## src/hdl/ptbd_pkg.sv

```systemverilog
// ============================================================================
// Point to box distance package
// Shared widths and constants for the point to box distance pipeline.
// ============================================================================
package ptbd_pkg;

    localparam int COORD_BITS_DEF = 12;
    localparam int ROOT_GUARD     = 5;
    localparam int DIST_BITS      = 17;
    localparam logic [DIST_BITS-1:0] DIST_MAX = {DIST_BITS{1'b1}};

    function automatic int max_int(input int a, input int b);
        return (a > b) ? a : b;
    endfunction

endpackage

```

## src/hdl/ptbd_isqrt.sv

```systemverilog
// ============================================================================
// Pipelined integer square root
// Restoring square root that settles one root bit per register stage and
// carries a tag word alongside the data.
// ============================================================================
module ptbd_isqrt #(
    parameter int ROOT_BITS = ptbd_pkg::COORD_BITS_DEF + ptbd_pkg::ROOT_GUARD,
    parameter int TAG_BITS  = 1
) (
    input  logic                     clk,
    input  logic                     rst_n,
    input  logic                     radicand_valid,
    output logic                     radicand_stall,
    input  logic [2*ROOT_BITS-1:0]   radicand,
    input  logic [TAG_BITS-1:0]      tag,
    output logic                     root_valid,
    input  logic                     root_stall,
    output logic [ROOT_BITS-1:0]     root,
    output logic [TAG_BITS-1:0]      root_tag
);

    localparam int RAD_W  = 2 * ROOT_BITS;
    localparam int REM_W  = ROOT_BITS + 1;
    localparam int WIDE_W = ROOT_BITS + 3;

    logic [ROOT_BITS-1:0] valid_reg;
    logic [ROOT_BITS-1:0] adv;
    logic [REM_W-1:0]     rem_reg   [ROOT_BITS];
    logic [ROOT_BITS-1:0] root_reg  [ROOT_BITS];
    logic [RAD_W-1:0]     rad_reg   [ROOT_BITS];
    logic [TAG_BITS-1:0]  tag_reg   [ROOT_BITS];
    logic [REM_W-1:0]     rem_next  [ROOT_BITS];
    logic [ROOT_BITS-1:0] root_next [ROOT_BITS];
    logic [RAD_W-1:0]     rad_next  [ROOT_BITS];
    logic [TAG_BITS-1:0]  tag_next  [ROOT_BITS];

    // A stage moves when it is empty or when the stage after it moves.
    always_comb
    begin
        adv[ROOT_BITS-1] = !valid_reg[ROOT_BITS-1] || !root_stall;
        for (int s = ROOT_BITS - 2; s >= 0; s--)
        begin
            adv[s] = !valid_reg[s] || adv[s+1];
        end
    end

    always_comb
    begin
        logic [REM_W-1:0]     src_rem;
        logic [ROOT_BITS-1:0] src_root;
        logic [RAD_W-1:0]     src_rad;
        logic [WIDE_W-1:0]    rem_wide;
        logic [WIDE_W-1:0]    trial;
        logic [WIDE_W-1:0]    diff;
        for (int s = 0; s < ROOT_BITS; s++)
        begin
            if (s == 0)
            begin
                src_rem     = '0;
                src_root    = '0;
                src_rad     = radicand;
                tag_next[s] = tag;
            end
            else
            begin
                src_rem     = rem_reg[s-1];
                src_root    = root_reg[s-1];
                src_rad     = rad_reg[s-1];
                tag_next[s] = tag_reg[s-1];
            end
            rem_wide = {src_rem, src_rad[RAD_W-1 -: 2]};
            trial    = {1'b0, src_root, 2'b01};
            diff     = rem_wide - trial;
            if (rem_wide >= trial)
            begin
                rem_next[s]  = diff[REM_W-1:0];
                root_next[s] = {src_root[ROOT_BITS-2:0], 1'b1};
            end
            else
            begin
                rem_next[s]  = rem_wide[REM_W-1:0];
                root_next[s] = {src_root[ROOT_BITS-2:0], 1'b0};
            end
            rad_next[s] = {src_rad[RAD_W-3:0], 2'b00};
        end
    end

    always_ff @(posedge clk or negedge rst_n)
    begin
        if (!rst_n)
        begin
            valid_reg <= '0;
        end
        else
        begin
            for (int s = 0; s < ROOT_BITS; s++)
            begin
                if (adv[s])
                begin
                    valid_reg[s] <= (s == 0) ? radicand_valid : valid_reg[s-1];
                end
            end
        end
    end

    always_ff @(posedge clk)
    begin
        for (int s = 0; s < ROOT_BITS; s++)
        begin
            if (adv[s])
            begin
                rem_reg[s]  <= rem_next[s];
                root_reg[s] <= root_next[s];
                rad_reg[s]  <= rad_next[s];
                tag_reg[s]  <= tag_next[s];
            end
        end
    end

    assign radicand_stall = !adv[0];
    assign root_valid     = valid_reg[ROOT_BITS-1];
    assign root           = root_reg[ROOT_BITS-1];
    assign root_tag       = tag_reg[ROOT_BITS-1];

`ifndef SYNTHESIS
    a_stall_only_when_full: assert property (@(posedge clk) disable iff (!rst_n)
        radicand_stall |-> valid_reg[0])
        else $error("square root input stalled while its first stage is empty");

    a_last_holds: assert property (@(posedge clk) disable iff (!rst_n)
        root_valid && root_stall |=> root_valid && $stable(root) && $stable(root_tag))
        else $error("stalled square root result changed");

    a_empty_tail_no_stall: assert property (@(posedge clk) disable iff (!rst_n)
        !root_valid |-> !radicand_stall)
        else $error("square root input stalled while its last stage is empty");
`endif

endmodule

```

## src/hdl/point_to_box_distance.sv

```systemverilog
// ============================================================================
// Point to box distance
// Pipelined Euclidean distance from a point to an axis-aligned box, in
// unsigned fixed point with four fraction bits.
// ============================================================================
// The block takes one query word per cycle while query_stall is low and
// returns one result word per query, in order. Three stages form the axis
// gaps, their squares and the scaled sum; the square root then settles one
// root bit per stage over COORD_BITS + 5 stages, and a final stage saturates
// and registers the result. Each stage holds its word under a stall while
// empty stages upstream of it keep filling.
module point_to_box_distance #(
    parameter int COORD_BITS = ptbd_pkg::COORD_BITS_DEF
) (
    input  logic                              clk,
    input  logic                              rst_n,
    input  logic                              query_valid,
    output logic                              query_stall,
    input  logic [COORD_BITS-1:0]             point_x,
    input  logic [COORD_BITS-1:0]             point_y,
    input  logic [COORD_BITS-1:0]             box_low_x,
    input  logic [COORD_BITS-1:0]             box_low_y,
    input  logic [COORD_BITS-1:0]             box_high_x,
    input  logic [COORD_BITS-1:0]             box_high_y,
    output logic                              result_valid,
    input  logic                              result_stall,
    output logic                              inside_res,
    output logic [ptbd_pkg::DIST_BITS-1:0]    distance_q4
);

    localparam int ROOT_BITS = COORD_BITS + ptbd_pkg::ROOT_GUARD;
    localparam int RAD_W     = 2 * ROOT_BITS;
    localparam int SQ_W      = 2 * COORD_BITS;
    localparam int CMP_W     = ptbd_pkg::max_int(ROOT_BITS, ptbd_pkg::DIST_BITS);

    // Stage 1: axis gaps and inside test.
    logic                  v1_reg;
    logic [COORD_BITS-1:0] dx_reg, dy_reg, dx_next, dy_next;
    logic                  in1_reg, in1_next;
    // Stage 2: squares.
    logic                  v2_reg;
    logic [SQ_W-1:0]       sx_reg, sy_reg;
    logic                  in2_reg;
    // Stage 3: scaled radicand.
    logic                  v3_reg;
    logic [RAD_W-1:0]      rad_reg, rad_next;
    logic                  in3_reg;
    // Output stage.
    logic                  out_valid_reg;
    logic                  inside_reg;
    logic [ptbd_pkg::DIST_BITS-1:0] dist_reg, dist_next;

    logic                  adv1, adv2, adv3, adv_out;
    logic                  sq_stall;
    logic                  root_valid;
    logic [ROOT_BITS-1:0]  root;
    logic                  root_inside;
    logic [CMP_W-1:0]      root_wide;

    always_comb
    begin
        logic [COORD_BITS-1:0] below_x, above_x, below_y, above_y;
        below_x  = (box_low_x > point_x) ? (box_low_x - point_x) : '0;
        above_x  = (point_x > box_high_x) ? (point_x - box_high_x) : '0;
        below_y  = (box_low_y > point_y) ? (box_low_y - point_y) : '0;
        above_y  = (point_y > box_high_y) ? (point_y - box_high_y) : '0;
        dx_next  = (below_x > above_x) ? below_x : above_x;
        dy_next  = (below_y > above_y) ? below_y : above_y;
        in1_next = (box_low_x < point_x) && (point_x < box_high_x) &&
                   (box_low_y < point_y) && (point_y < box_high_y);
    end

    always_comb
    begin
        logic [SQ_W:0] sum;
        sum      = {1'b0, sx_reg} + {1'b0, sy_reg};
        rad_next = in2_reg ? '0 : {{(RAD_W-SQ_W-9){1'b0}}, sum, 8'd0};
    end

    assign root_wide = CMP_W'(root);

    always_comb
    begin
        if (root_wide > CMP_W'(ptbd_pkg::DIST_MAX))
        begin
            dist_next = ptbd_pkg::DIST_MAX;
        end
        else
        begin
            dist_next = root_wide[ptbd_pkg::DIST_BITS-1:0];
        end
    end

    assign adv_out = !out_valid_reg || !result_stall;
    assign adv3    = !v3_reg || !sq_stall;
    assign adv2    = !v2_reg || adv3;
    assign adv1    = !v1_reg || adv2;

    always_ff @(posedge clk or negedge rst_n)
    begin
        if (!rst_n)
        begin
            v1_reg        <= 1'b0;
            v2_reg        <= 1'b0;
            v3_reg        <= 1'b0;
            out_valid_reg <= 1'b0;
        end
        else
        begin
            if (adv1)
            begin
                v1_reg <= query_valid;
            end
            if (adv2)
            begin
                v2_reg <= v1_reg;
            end
            if (adv3)
            begin
                v3_reg <= v2_reg;
            end
            if (adv_out)
            begin
                out_valid_reg <= root_valid;
            end
        end
    end

    always_ff @(posedge clk)
    begin
        if (adv1)
        begin
            dx_reg  <= dx_next;
            dy_reg  <= dy_next;
            in1_reg <= in1_next;
        end
        if (adv2)
        begin
            sx_reg  <= SQ_W'(dx_reg) * SQ_W'(dx_reg);
            sy_reg  <= SQ_W'(dy_reg) * SQ_W'(dy_reg);
            in2_reg <= in1_reg;
        end
        if (adv3)
        begin
            rad_reg <= rad_next;
            in3_reg <= in2_reg;
        end
        if (adv_out)
        begin
            inside_reg <= root_inside;
            dist_reg   <= dist_next;
        end
    end

    ptbd_isqrt #(
        .ROOT_BITS (ROOT_BITS),
        .TAG_BITS  (1)
    ) u_isqrt (
        .clk            (clk),
        .rst_n          (rst_n),
        .radicand_valid (v3_reg),
        .radicand_stall (sq_stall),
        .radicand       (rad_reg),
        .tag            (in3_reg),
        .root_valid     (root_valid),
        .root_stall     (!adv_out),
        .root           (root),
        .root_tag       (root_inside)
    );

    assign query_stall  = !adv1;
    assign result_valid = out_valid_reg;
    assign inside_res   = inside_reg;
    assign distance_q4  = dist_reg;

`ifndef SYNTHESIS
    a_inside_zero: assert property (@(posedge clk) disable iff (!rst_n)
        result_valid && inside_res |-> distance_q4 == '0)
        else $error("inside result carries a nonzero distance");

    a_stall_only_when_full: assert property (@(posedge clk) disable iff (!rst_n)
        query_stall |-> v1_reg && v2_reg && v3_reg)
        else $error("query stalled while the front stages have room");

    a_radicand_holds: assert property (@(posedge clk) disable iff (!rst_n)
        v3_reg && sq_stall |=> v3_reg && $stable(rad_reg) && $stable(in3_reg))
        else $error("stalled radicand changed");
`endif

endmodule
```

## config.mk

```make
export PLATFORM = sky130hd
export DESIGN_NAME = point_to_box_distance
export DESIGN_NICKNAME = d
export VERILOG_FILES = /design/src/hdl/ptbd_pkg.sv /design/src/hdl/ptbd_isqrt.sv /design/src/hdl/point_to_box_distance.sv
export SDC_FILE = /design/constraint.sdc
export NUM_CORES = 2
export LEC_CHECK = 0
export BUFFER_PORTS_ARGS = -buffer_cell sky130_fd_sc_hd__buf_2
export CORE_ASPECT_RATIO = 0.75
export CORE_MARGIN = 4
export CORE_UTILIZATION = 30
export CTS_BUF_LIST = sky130_fd_sc_hd__clkbuf_8
export DETAILED_ROUTE_END_ITERATION = 16
export HOLD_SLACK_MARGIN = 0.12
export PLACE_DENSITY_LB_ADDON = 0.12
export SLEW_MARGIN = 20
export SYNTH_ARGS = -nofsm -noshare
export SYNTH_HDL_FRONTEND = slang
export SYNTH_SLANG_ARGS = --single-unit
```

## constraint.sdc

```tcl
create_clock -name clk -period 13.6 [get_ports clk]
set_input_delay 2.04 -clock clk [delete_from_list [all_inputs] [get_ports clk]]
set_output_delay 2.04 -clock clk [all_outputs]
set_load 0.1 [all_outputs]
```

Word-level counts from Yosys, hierarchy flattened

Memory sizes are Yosys's and may differ from the RTL's. A register that Yosys moved wholly into a read port is not among the register bits.
Cells that the tools add are included.

Register bits after elaboration: 147
Bits in latches: 0
RAM bits: 1156
ROM bits: 0
Logic and storage cells: 208
Memories kept: 4

Memory list:

| name             | depth | width | rd ports | clocked after memory_dff | wr ports | RTL line         | text |
|---|---|---|---|---|---|---|---|
| u_isqrt.rad_reg  | 17    | 32    | 16       | 0                        | 17       | ptbd_isqrt.sv:30 | `logic [RAD_W-1:0] rad_reg [ROOT_BITS];` |
| u_isqrt.rem_reg  | 17    | 18    | 16       | 0                        | 17       | ptbd_isqrt.sv:28 | `logic [REM_W-1:0] rem_reg [ROOT_BITS];` |
| u_isqrt.root_reg | 17    | 17    | 17       | 0                        | 17       | ptbd_isqrt.sv:29 | `logic [ROOT_BITS-1:0] root_reg [ROOT_BITS];` |
| u_isqrt.tag_reg  | 17    | 1     | 17       | 1                        | 17       | ptbd_isqrt.sv:31 | `logic [TAG_BITS-1:0] tag_reg [ROOT_BITS];` |

Add/sub/neg operators: 22
Multipliers: 2
Div/mod/pow operators: 0
Magnitude comparators: 28
Equal/unequal tests: 0
Shifts and indexed selects: 0
Multiplexer cells: 74
Bitwise operators: 0
Reductions and logical operators: 47

Operator list:

| cell                   | number |
|---|---|
| $ge A20 B19 Y1         | 16 |
| $mux W18               | 17 |
| $sub A18 B18 Y18       | 16 |
| $gt A12 B12 Y1         | 6 |
| $mux W12               | 6 |
| $mux W1                | 51 |
| $lt A12 B12 Y1         | 4 |
| $mul A12 B12 Y24       | 2 |
| $sub A12 B12 Y12       | 4 |
| $add A24 B24 Y25       | 1 |
| $logic_not A1 Y1       | 23 |
| $logic_or A1 B1 Y1     | 21 |
| $gt A17 B17 Y1 const B | 1 |
| $logic_and A1 B1 Y1    | 3 |
| $sub A2 B1 Y3 const B  | 1 |
| $ge A2 B1 Y1 const B   | 1 |

Depth between registers and ports, before layout

Word-level depth: 23
Mapped depth: 22
Gate-level depth less buffers: 21

Hierarchy

From an unflattened synthesis, not the netlist that was laid out.

Cells, all modules: 4257
Area, all modules: 49530.0 um^2

Modules (own cells, without submodules):

| module                | instances | cells an instance | area an instance (um^2) | seq. area each (um^2) |
|---|---|---|---|---|
| ptbd_isqrt            | 1         | 2477              | 33036.7                 | 21745.9 |
| point_to_box_distance | 1         | 1780              | 16493.3                 | 3583.4 |

Worst setup path after synthesis

No wires, ideal clock.

Path kind: input -> output
From: input port result_stall
To: output port query_stall
Arrival time: 8.031 ns
Slack: 3.529 ns
Stages on the path: 10
Cell sequence: nand3_1 nor2_1 inv_1 nor2_1 inv_1 nor3_1 nand4_1 nor2_1 nand3_1 inv_1

Cells in the longest elaborated chain, start to end: 23

RTL lines:

| what                             | RTL line                     | text |
|---|---|---|
| from (decl)                      | point_to_box_distance.sv:26  | `input logic result_stall,` |
| $logic_not A1 Y1                 | point_to_box_distance.sv:94  | `assign adv_out = !out_valid_reg \|\| !result_stall;` |
| $logic_or A1 B1 Y1               | point_to_box_distance.sv:94  |  |
| $logic_or A1 B1 Y1               | ptbd_isqrt.sv:40             | `adv[ROOT_BITS-1] = !valid_reg[ROOT_BITS-1] \|\| !root_stall;` |
| $logic_or A1 B1 Y1 (3 in a row)  | ptbd_isqrt.sv:43             | `adv[s] = !valid_reg[s] \|\| adv[s+1];` |
| via u_isqrt.adv[13]              | ptbd_isqrt.sv:27             | `logic [ROOT_BITS-1:0] adv;` |
| $logic_or A1 B1 Y1               | ptbd_isqrt.sv:43             |  |
| via u_isqrt.adv[12]              | ptbd_isqrt.sv:27             |  |
| $logic_or A1 B1 Y1 (10 in a row) | ptbd_isqrt.sv:43             |  |
| via u_isqrt.adv[2]               | ptbd_isqrt.sv:27             |  |
| $logic_or A1 B1 Y1 (2 in a row)  | ptbd_isqrt.sv:43             |  |
| $logic_or A1 B1 Y1               | point_to_box_distance.sv:95  | `assign adv3 = !v3_reg \|\| !sq_stall;` |
| $logic_or A1 B1 Y1               | point_to_box_distance.sv:96  | `assign adv2 = !v2_reg \|\| adv3;` |
| $logic_or A1 B1 Y1               | point_to_box_distance.sv:97  | `assign adv1 = !v1_reg \|\| adv2;` |
| $logic_not A1 Y1                 | point_to_box_distance.sv:171 | `assign query_stall = !adv1;` |
| to (decl)                        | point_to_box_distance.sv:18  | `output logic query_stall,` |

The timed path passes the listed nets, and every way through them passes these cells.

Worst setup path after layout

From: input port result_stall
To: output port query_stall

Cells in the longest elaborated chain, start to end: 23

RTL lines:

| what                             | RTL line |
|---|---|
| $logic_not A1 Y1                 | point_to_box_distance.sv:94 |
| $logic_or A1 B1 Y1               | point_to_box_distance.sv:94 |
| $logic_or A1 B1 Y1               | ptbd_isqrt.sv:40 |
| via u_isqrt.adv[16]              | ptbd_isqrt.sv:27 |
| $logic_or A1 B1 Y1 (3 in a row)  | ptbd_isqrt.sv:43 |
| via u_isqrt.adv[13]              | ptbd_isqrt.sv:27 |
| $logic_or A1 B1 Y1               | ptbd_isqrt.sv:43 |
| via u_isqrt.adv[12]              | ptbd_isqrt.sv:27 |
| $logic_or A1 B1 Y1 (10 in a row) | ptbd_isqrt.sv:43 |
| via u_isqrt.adv[2]               | ptbd_isqrt.sv:27 |
| $logic_or A1 B1 Y1 (2 in a row)  | ptbd_isqrt.sv:43 |
| $logic_or A1 B1 Y1               | point_to_box_distance.sv:95 |
| $logic_or A1 B1 Y1               | point_to_box_distance.sv:96 |
| $logic_or A1 B1 Y1               | point_to_box_distance.sv:97 |
| $logic_not A1 Y1                 | point_to_box_distance.sv:171 |

The timed path passes the listed nets, and every way through them passes these cells.

==> run metrics <==
outcome=finished clean; Slew Limit Fails=0; core region area=146000 um2; Critical R2R Launch=dy_reg[0]$_DFFE_PN_; Final Util=0.339; Worst R2R End=sy_reg[22]$_DFFE_PP_; row count=121; Synth Area in Simple Gates=0.115; Initial Util=0.303; Final Critical Period=slightly above 8 ns; postcts setup bufs=0; Async SR Flop Fraction=0.0291; Placer Congestion=0.797; cell-internal power=0.00608 W; CTS Hold Bufs=0; EDFF count, synth=about 700; die area=154000 um2; Worst Reg-to-Reg Cells=18; Area growth, synth to finish=11.7%; height of the chip=340 um; worst skew pair latency=0.80 ns; Post-Syn Area=44200 um2; maximum vdd ir drop=0.0801 mV; hold crit path type=flip-flop to flip-flop; Worst R2R Setup Slack=approximately 7 ns; Sum Neg Setup Slack=0 ns; die width=451 um; Sequential Power Share=0.435; clock transition at the registers of the reported paths=0.06 ns; largest net degree at the start of global routing=49; CTS H-tree lvls=3; final-report hold violation count=0; Leakage=21.6 nW; DR vias/cell=approximately 4.5; commonest non-fill, non-tap cell in the layout=edfxtp_1; first-pass GRT wire length=154 mm; Post-DRT Antenna Nets=0; post-synthesis mux area share=0.0131; layout cells sized above 1=0.0899; Post-Route WL=96.1 mm; Clock Root Buffer=clkbuf_8; PD cells=~190 nW/um2; Iter 0 DRT Violations=1206; crit path launch=result_stall; Post-DP Area=about 47000 um2; normalized max-slew margin=0.334; CP endpoint=query_stall; port bufs=95; Clk pwr share=0.199; I/O Pins=96; kind of critical path=input pin to output port; largest family of logic cells by synthesized area=adder cells; part of the Yosys area used for sequential elements=0.488; synth warn=0; Resize count post-CTS=0; fin crit share=0.610; ys flop type=edfxtp_1; sw frac=0.366; Finished Cell Area=49400 um2; highest-count cells in the layout ignoring fill and taps=edfxtp_1, inv_1, ha_1, nand2_1, nor2_1; initial antenna violation count=3; number of global-route vias before repair=between 20k and 30k; RSZ-0062 raised after global routing=false; Max clock buf depth=3; worst slew pin tran=0.996 ns; worst hold slack=0.405 ns; Cells after Synth=3881; Final nets=around 4.6k; DR WL/cell=about 16 um; Logic pwr share=0.366; TritonCTS clock tree=built; Synth Area in Adders=0.181; mean post-synth cell area=around 11 um2; register bit total from synthesis=722; final setup violation count=0; global route overflow=0; Netlist cell types=89; crit end category=output port; max cap viols=0; TritonRoute pass-1 iters=4; Synth Area in Compound Gates=0.0935; max FFs per register=259; P_sw=0.00352 W; DR vias=27.3k; WP data required=11.56 ns; Num Clock Sinks=722; detailed placer's ending HPWL=72.9 mm; Synth Area in XOR/XNOR=0.0539; DR DRC count=0; All-Layer GR Usage=0.125; Setup Skew=0.0494 ns; CP startpoint kind=input pin; Post-Syn Nets=4494; cts bufs inserted=117; Crit Path Max Fanout=44; crit path DAT=6.25 ns; Fmax=121 MHz
synth_stat cells, types with 15 or more instances:
cell type	number	area (um2)
a211oi_1	22	165
a21boi_0	15	113
a21o_1	67	503
a21oi_1	166	831
a31oi_1	16	100
and2_1	107	669
and3_1	25	156
clkbuf_1	74	278
dfrtp_1	21	526
edfxtp_1	701	21100
fa_1	168	3360
ha_1	369	4620
inv_1	574	2150
mux2_2	34	383
nand2_1	238	893
nand2b_1	58	363
nand3_1	68	340
nand4_1	33	206
nor2_1	212	796
nor2b_1	52	325
nor3_1	85	425
nor4_1	29	181
o21a_1	59	443
o21ai_0	166	831
o21bai_1	22	165
o31ai_1	21	158
or2_2	23	144
or3_1	23	144
xnor2_1	175	1530
xor2_1	97	850
per-stage QoR:
stage               setup WS, ns  std cells  total power, W
finish                      5.31       6105         0.00959
global route                4.91       6105          0.0104
CTS                         4.92       6104         0.00978
detailed placement          4.93       5885         0.00776
global placement            5.01       5885         0.00778
floorplan                   3.53       3881         0.00669
per-layer routing:
layer,vias to the layer above,global-route usage,part of all wire
li1,13900,-,-
met1,13000,0.188,0.53
met2,341,0.187,0.42
met3,125,0.0212,0.033
met4,0,0.0295,0.019
met5,-,0,0
cell families after synthesis:
| family | after synthesis |
|---|---|
| other cells | 1 |
| mux | 50 |
| buf+inv | 654 |
| xor+xnor | 272 |
| simple gates | 1000 |
| compound gates | 645 |
| flops | 722 |
| fa+ha+maj | 537 |
worst min path at each step:
stage,from,cells past startpoint,end,slack (ns)
5_1_grt,in3_reg$_DFFE_PP_,0,u_isqrt.tag_reg[0]$_DFFE_PP_,0.42
6_report,u_isqrt.rad_reg[0][253]$_DFFE_PP_,0,u_isqrt.rad_reg[0][287]$_DFFE_PP_,0.41
2_1_floorplan,in1_reg$_DFFE_PN_,0,in2_reg$_DFFE_PP_,0.40
4_1_cts,u_isqrt.tag_reg[9]$_DFFE_PP_,0,u_isqrt.tag_reg[10]$_DFFE_PP_,0.41
3_3_place_gp,u_isqrt.rad_reg[0][179]$_DFFE_PP_,0,u_isqrt.rad_reg[0][213]$_DFFE_PP_,0.40
3_5_place_dp,u_isqrt.root_reg[4][9]$_DFFE_PP_,0,distance_q4[9]$_SDFFCE_PN1P_,0.40
critical path, cell delays in order:
cell     delay, ns
buf_2         0.10
nand3_2       0.47
nor2_1        0.26
inv_1         0.05
buf_4         0.27
nor2_1        0.21
inv_1         0.06
buf_4         0.25
nor3_1        0.65
nand4_1       0.17
buf_4         0.33
nor2_1        0.38
nand3_2       0.11
buf_4         0.29
inv_1         0.09
buf_2         0.42
power by group through the flow:
| stage | clock network, W | logic [W] | registers [W] |
|---|---|---|---|
| floorplan | 0 | 0.00279 | 0.00390 |
| global placement | 0 | 0.00355 | 0.00423 |
| detailed placement | 0 | 0.00353 | 0.00422 |
| CTS | 0.00202 | 0.00357 | 0.00419 |
| global route | 0.00212 | 0.00404 | 0.00427 |
| finish | 0.00191 | 0.00352 | 0.00417 |
area by class of cell:
cell class / count / area [um2]
flip-flops and latches: 722 / 21600
inverters: 574 / 2150
diodes: 1 / 2.50
well taps: 1968 / 2460
multi-input cells: 2505 / 20200
repair buffers: 116 / 633
clock buffers: 118 / 1620
clock inverters: 101 / 716
fillers: 14600 / 96400
Note: power is estimated with default switching activity, not from simulation.
